### src/rtl/pldq_pkg.sv
// Shared types, constants and helper functions for the pooled linked dual queue.
// Used by pldq_ctrl, pldq_datapath and pooled_linked_dual_queue; depends on nothing.
`default_nettype none

package pldq_pkg;

    // Pool geometry. The null link is the value POOL_SIZE itself.
    localparam int POOL_SIZE = 1024;
    localparam int IDX_W     = $clog2(POOL_SIZE);
    localparam int LINK_W    = $clog2(POOL_SIZE + 1);

    // Fixed field widths of the stream payload.
    localparam int ENTRY_W   = 10;
    localparam int OP_W      = 3;
    localparam int CMP_W     = (LINK_W > ENTRY_W) ? LINK_W : ENTRY_W;

    localparam int S_TDATA_W = 16;
    localparam int S_TUSER_W = OP_W;
    localparam int M_TDATA_W = 16;
    localparam int M_TUSER_W = 1;

    typedef logic [LINK_W-1:0]    link_t;
    typedef logic [IDX_W-1:0]     idx_t;
    typedef logic [ENTRY_W-1:0]   entry_t;
    typedef logic [OP_W-1:0]      op_t;
    typedef logic [CMP_W-1:0]     cmp_t;
    typedef logic [S_TDATA_W-1:0] s_tdata_t;
    typedef logic [S_TUSER_W-1:0] s_tuser_t;
    typedef logic [M_TDATA_W-1:0] m_tdata_t;
    typedef logic [M_TUSER_W-1:0] m_tuser_t;

    localparam link_t LINK_NULL = link_t'(POOL_SIZE);
    localparam idx_t  IDX_LAST  = idx_t'(POOL_SIZE - 1);

    // Operation codes carried on s_tuser.
    localparam op_t OP_IDLE_ENQ = op_t'(0);
    localparam op_t OP_IDLE_DEQ = op_t'(1);
    localparam op_t OP_TODO_ENQ = op_t'(2);
    localparam op_t OP_TODO_DEQ = op_t'(3);
    localparam op_t OP_CLEAR    = op_t'(4);

    // Commands from the controller to the datapath.
    typedef struct packed {
        logic accept;    // a request is taken this cycle
        logic finish;    // complete the pending request and load the result
        logic clr_step;  // write one entry of the rebuild sweep
    } dp_cmd_t;

    // Status from the datapath to the controller.
    typedef struct packed {
        logic clr_last;  // the sweep is at the last entry of the pool
    } dp_stat_t;

    function automatic logic is_null(input link_t l);
        return l >= LINK_NULL;
    endfunction

    function automatic logic entry_in_pool(input entry_t e);
        cmp_t w;
        w = cmp_t'(e);
        return w < cmp_t'(POOL_SIZE);
    endfunction

    function automatic link_t entry_to_link(input entry_t e);
        cmp_t w;
        w = cmp_t'(e);
        return w[LINK_W-1:0];
    endfunction

    function automatic entry_t link_to_entry(input link_t l);
        cmp_t w;
        w = cmp_t'(l);
        return w[ENTRY_W-1:0];
    endfunction

endpackage

`default_nettype wire

### src/rtl/pldq_ctrl.sv
// Controller state machine of the pooled linked dual queue.
// Depends on pldq_pkg; drives pldq_datapath through command and status structs.
`default_nettype none

module pldq_ctrl (
    input  wire logic               aclk,
    input  wire logic               aresetn,
    input  wire logic               s_tvalid,
    output logic                    s_tready,
    input  wire pldq_pkg::op_t      s_op,
    output logic                    m_tvalid,
    input  wire logic               m_tready,
    output pldq_pkg::dp_cmd_t       dp_cmd,
    input  wire pldq_pkg::dp_stat_t dp_stat
);

    localparam logic [1:0] ST_IDLE   = 2'd0;
    localparam logic [1:0] ST_FINISH = 2'd1;
    localparam logic [1:0] ST_CLEAR  = 2'd2;

    logic [1:0] state_reg, state_next;
    logic       report_reg, report_next;
    logic       m_valid_reg, m_valid_next;
    logic       out_free;
    logic       accept;

    assign out_free = !m_valid_reg || m_tready;
    assign s_tready = (state_reg == ST_IDLE);
    assign accept   = s_tvalid && s_tready;
    assign m_tvalid = m_valid_reg;

    always_comb begin
        dp_cmd.accept   = accept;
        dp_cmd.finish   = (state_reg == ST_FINISH) && out_free;
        dp_cmd.clr_step = (state_reg == ST_CLEAR);
    end

    always_comb begin
        state_next  = state_reg;
        report_next = report_reg;
        case (state_reg)
            ST_IDLE: begin
                if (accept) begin
                    if (s_op == pldq_pkg::OP_CLEAR) begin
                        state_next  = ST_CLEAR;
                        report_next = 1'b1;
                    end else begin
                        state_next = ST_FINISH;
                    end
                end
            end
            ST_FINISH: begin
                if (out_free) begin
                    state_next = ST_IDLE;
                end
            end
            ST_CLEAR: begin
                if (dp_stat.clr_last) begin
                    state_next  = report_reg ? ST_FINISH : ST_IDLE;
                    report_next = 1'b0;
                end
            end
            default: begin
                state_next = ST_IDLE;
            end
        endcase
    end

    always_comb begin
        if (dp_cmd.finish) begin
            m_valid_next = 1'b1;
        end else if (m_tready) begin
            m_valid_next = 1'b0;
        end else begin
            m_valid_next = m_valid_reg;
        end
    end

    // Reset starts the rebuild sweep without reporting a result.
    always_ff @(posedge aclk) begin
        if (!aresetn) begin
            state_reg   <= ST_CLEAR;
            report_reg  <= 1'b0;
            m_valid_reg <= 1'b0;
        end else begin
            state_reg   <= state_next;
            report_reg  <= report_next;
            m_valid_reg <= m_valid_next;
        end
    end

    a_accept_to_finish: assert property (@(posedge aclk) disable iff (!aresetn)
        accept && (s_op != pldq_pkg::OP_CLEAR) |=> state_reg == ST_FINISH)
        else $error("non-clear request did not move to the finish state");

    a_clear_reports: assert property (@(posedge aclk) disable iff (!aresetn)
        (state_reg == ST_CLEAR) && dp_stat.clr_last && report_reg
        |=> state_reg == ST_FINISH)
        else $error("clear request finished its sweep without a result");

    a_finish_waits: assert property (@(posedge aclk) disable iff (!aresetn)
        (state_reg == ST_FINISH) && !out_free |=> (state_reg == ST_FINISH) && m_valid_reg)
        else $error("finish state left while the result register was occupied");

endmodule

`default_nettype wire

### config.mk
export PLATFORM = sky130hd
export DESIGN_NAME = pldq_ctrl
export DESIGN_NICKNAME = d
export VERILOG_FILES = /design/src/rtl/pldq_pkg.sv /design/src/rtl/pldq_ctrl.sv
export SDC_FILE = /design/constraint.sdc
export NUM_CORES = 1
export LEC_CHECK = 0
export BUFFER_PORTS_ARGS = -buffer_cell sky130_fd_sc_hd__buf_2
export CORE_AREA = 2 2 39 41
export CTS_CLUSTER_DIAMETER = 80
export DETAILED_ROUTE_END_ITERATION = 8
export DIE_AREA = 0 0 41 43
export GPL_TIMING_DRIVEN = 0
export REMOVE_ABC_BUFFERS = 1
export SLEW_MARGIN = 20
export SYNTH_ARGS = -nofsm -noshare
export SYNTH_HDL_FRONTEND = slang
export SYNTH_SLANG_ARGS = --single-unit
### constraint.sdc
create_clock -name aclk -period 1 [get_ports aclk]
set_clock_uncertainty 0.1 [all_clocks]
set_input_delay 0 -clock aclk [delete_from_list [all_inputs] [get_ports aclk]]
set_output_delay 0 -clock aclk [all_outputs]
set_load 0.01 [all_outputs]
# Word-level counts from Yosys, hierarchy flattened
# Index checks and enable logic that the tools add are counted.
# W data, S select, Z words.
# classes
eq_ne	7
muxes	12
reduce_logical	9
# op_table
op	count
$mux W2	4
$mux W1	6
$ne A2 B1 Y1 const B	3
$pmux W2 S3	1
$reduce_and A4 Y1	1
$reduce_bool A2 Y1	2
$eq A3 B3 Y1 const B	1
$reduce_and A3 Y1	1
$eq A2 B1 Y1 const B	1
$eq A2 B2 Y1 const B	1
$logic_and A1 B1 Y1	2
$logic_not A2 Y1	1
$ne A2 B2 Y1 const B	1
$pmux W1 S2	1
$logic_not A1 Y1	1
$logic_or A1 B1 Y1	1
# word_totals
regBits	4
input_bits	8
out_inout_bits	5
elab_cells	31

# Depth between registers and ports, before layout
# depth
word_depth	4
depth_mapped	3

# Worst setup path before layout
# OpenSTA, ideal clock, no wires.
# synth_path
path_kind	reg-to-reg
from	register state_reg[1]
to	register report_reg
setup_time_ns	0.136
arrival_ns	0.894
required_time_ns	0.764
path_slack_ns	-0.131
stages_incl_launch_ff	4
synth_period_minus_slack_ns	1.131
path_cell_list	dfxtp_1 -> mux2_4 -> a21oi_1 -> a211oi_2
# synth_between
elab_chain_cells	4
# synth_rtl
element	line	source
start: declaration	pldq_ctrl.sv:21	logic [1:0] state_reg, state_next;
start signal: assignment	pldq_ctrl.sv:86	state_reg <= state_next;
$logic_not A2 Y1	pldq_ctrl.sv:28, pldq_ctrl.sv:41	
$logic_and A1 B1 Y1	pldq_ctrl.sv:29	assign accept = s_tvalid && s_tready;
$ne A2 B1 Y1 (no source line)	-	
$reduce_and A4 Y1 (no source line)	-	
end signal: assignment	pldq_ctrl.sv:87	report_reg <= report_next;
end: declaration	pldq_ctrl.sv:22	logic report_reg, report_next;
# Several ways; a longest one is shown, not always the timed one.
# A chain may end at the register's enable or synchronous reset.

==> out/results.md <==
| Stage | Item | This run |
|:---|:---|:---|
| run status | Run status | finished with violations |
| run status | Failing checks | negative setup slack |
| placed design | Setup WS pre-CTS | -179.4 ps |
| critical path | Data required time of the worst path | 900 ps |
| power | Internal cell power | 0.3704 mW |
| critical path | Critical Path Max Stage Delay | 380 ps |
| power | Switching fraction of total power | 25.56% |
| floorplan | Count of boundary I/O pins | 13 |
| power | Cell area power density | 1279 mW/mm^2 |
| worst hold path | Worst min path class | in2reg |
| routing | DR vias | 249 |
| placed design | DPL Wire Length | 391.3 um |
| sta | Fin. max-slew vios | 0 |
| sta | Fmax achieved | 0.8900 GHz |
| floorplan | Die Y | 43 um |
| global routing | GRT Resource Usage Total | 8.726% |
| cts | Clock insertion delay at the later pin of the skew report | 230 ps |
| sta | Relative slew slack | 81.96% |
| critical path | Startpoint type of the worst setup path | register |
| global routing | Via count of the first global-routing pass | 258 |
| power | Static Leak | 0.1819 nW |
| logic synthesis | Number of synthesized register bits | 4 |
| sta | Unrepaired setup endpoints after global routing | yes |
| layout | Top library cells by usage in the layout, fill and taps aside | sky130_fd_sc_hd__buf_2 (12), sky130_fd_sc_hd__clkbuf_4 (3) |
| layout | Layout Area Growth over Synthesis | 61.14% |
| power | Worst vdd ir | 0.3135 mV |
| routing | Routed wl met3 | 44 um |
| layout | Post-route cell area | 389.1 um^2 |
| cts | Sinks on Clock Net | 4 |
| placed design | Placed Cells | 51 |
| run | Number of max-cap violations | 0 |
| layout | Flip-flop count of the largest register, all copies and words added | 2 |
| routing | Total length of routed wires | 612 um |
| cts | Clock transition time at the flip-flop clock pins of the worst setup and hold paths | 30 ps |
| critical path | Worst reg-to-reg setup slack | -120 ps |
| layout | Most frequent standard cell in the layout excluding fill and tap cells | sky130_fd_sc_hd__buf_2 |
| critical path | Data arrival time at the worst-slack endpoint | 1020 ps |
| global routing | Wire length of the first global-routing pass | 986 um |
| cts | Clock tree buffer depth | 2 |
| routing | Detailed-route wire length on metal 1 | 205 um |
| placed design | Total of buffers placed on input and output ports | 12 |
| layout | Layout cells sized above 1 | 60.98% |
| critical path | CP Capture Type | output pin |
| power | Clock Power Share | 38.8% |
| sta | Final setup TNS | -564.0 ps |
| cts | CTS tree | done |
| layout | Antenna cells | 0 |
| routing | Pre-Repair DR Iteration Count | 4 |
| sta | Worst Hold Margin | 27.34 ps |
| floorplan | Die W | 41 um |
| critical path | Critical setup path kind | reg2out |
| sta | Final period demand of the worst path | 1124 ps |
| layout | Final #Nets | 51 |
| sta | Final Hold Vio Count | 0 |
| critical path | Slowest stage cell on the critical path | sky130_fd_sc_hd__dfxtp_4 |
| logic synthesis | Total standard cell area after synthesis | 241.5 um^2 |
| routing | Number of vias per cell | 4.368 |
| routing | First-iteration detailed-routing DRC count | 3 |
| global routing | Initial antenna violation count | 0 |
| routing | Post-detailed-route count of antenna-violating nets | 0 |
| power | Power dissipated by switching net loads | 0.1272 mW |
| cts | Depth of the CTS H-tree | 1 |
| critical path | Cell chain of the critical path | nor2b_4 -> nor2b_1 -> buf_2 |
| floorplan | Initial core utilization | 17.45% |
| power | Sequential power share | 37.7% |
| global routing | Largest net degree at the start of global routing | 7 |
| critical path | Worst Path Buf+Inv | 1 |
| global routing | Total congestion overflow after global routing | 0 |
| placed design | Final estimated routing congestion in global placement | 0.6110 |
| power | Relative contribution of combinational cells to total power | 23.6% |
| sta | Final setup violating endpoints | 6 |
| critical path | Worst Path Max Fanout | 6 |
| cts | Total CTS buffers | 3 |
| sta | Crit share post-route | 112.4% |
| routing | Wire length per cell after detailed routing | 10.74 um |
| floorplan | Floorplan core area | 0.001384 mm^2 |
| sta | Pin slew with the least headroom to its limit | 270.6 ps |
| cts | CTS root buffer | sky130_fd_sc_hd__clkbuf_4 |
| placed design | Placed instance area | 306.5 um^2 |
| layout | Final core occ | 28.12% |
| sta | Setup slack of the critical path after layout | -123.6 ps |
| floorplan | Full die area | 0.001763 mm^2 |
| logic synthesis | Instance count of the mapped netlist | 25 |
| routing | DRC violation count after routing | 0 |
| logic synthesis | Synth unique cells | 17 |
| logic synthesis | Post-synthesis sequential area ratio | 33.16% |
| power | Design Power | 0.4975 mW |
| layout | Final cell count without fillers | 57 |
| critical path | Category of cells accounting for the largest share of critical-path delay | flip-flops |
| logic synthesis | Number of synthesis warnings | 0 |
| logic synthesis | Syn avg cell area | 9.659 um^2 |
| routing | Top Metal Used | met4 |
| floorplan | Count of standard-cell rows | 14 |
| routing | Routed met2 length | 355 um |
-- kinds of logic after synthesis --
family,Yosys count,synth area share [%]
and+or+nand+nor,10,29.53
AOI/OAI and AO/OA,6,18.65
DFF,4,33.16
buffers and inverters,3,7.769
muxes,2,10.88
-- timing repair --
item,4_1_cts,5_1_grt
hold endpoints to repair,4,0
pin swaps,1,1
endpoints found under the setup margin,7,7
gates resized for setup,9,2
buffers inserted,0,1
hold buffers,2,0
-- power by group through the flow --
stage	registers [mW]	logic, mW	clock network, mW
after floorplan	0.183	0.0569	0
after global placement	0.184	0.0949	0
after detailed placement	0.185	0.0959	0
after CTS	0.186	0.109	0.206
after global routing	0.189	0.130	0.208
final	0.187	0.117	0.193
-- tightest hold or removal path, delay by kind of cell --
kind,cells,cell delay [ps]
AOI/OAI and AO/OA,1,180
buffers and inverters,1,70
and+or+nand+nor,1,50
-- cells in the mapped netlist, drive strengths merged --
library cell | n | share of area, %
a222oi | 1 | 4.1
nand4bb | 1 | 4.7
a21oi | 1 | 2.1
nand2b | 1 | 2.6
o21ai | 2 | 4.1
nor2b | 4 | 10
dfxtp | 4 | 33
inv | 1 | 1.6
and2 | 1 | 2.6
o21a | 1 | 3.1
nor4b | 1 | 6.2
nor2 | 2 | 3.1
mux2 | 2 | 11
buf | 2 | 6.2
a211oi | 1 | 5.2
-- final timing paths --
| kind | cells after the start | start | endpoint |
|---|---|---|---|
| worst max-delay path | 3 | state_reg[0]$_SDFFE_PN0P_ | dp_cmd[1] |
| worst min-delay path | 3 | m_tready | m_tvalid$_SDFFE_PN0P_ |
| worst max register to register | 3 | state_reg[1]$_SDFFE_PN1P_ | state_reg[0]$_SDFFE_PN0P_ |
| worst min register to register | 1 | state_reg[0]$_SDFFE_PN0P_ | state_reg[1]$_SDFFE_PN1P_ |
-- routing by layer --
metal | up-vias | GRT usage (%)
li1 | 121 | -
met5 | - | 0
met4 | 0 | 8.000
met3 | 2 | 3.141
met2 | 10 | 14.37
met1 | 116 | 7.372
-- layout make-up --
cell class                      instances  area [um^2]
Timing Repair Buffer                   15        90.09
Tap cell                               16        20.02
Inverter                                1        3.754
Clock buffer                            3        22.52
Multi-Input combinational cell         18        165.2
Sequential cell                         4        87.58
Fill cell                             154        994.7
Note: power is estimated with default switching activity, not from simulation.
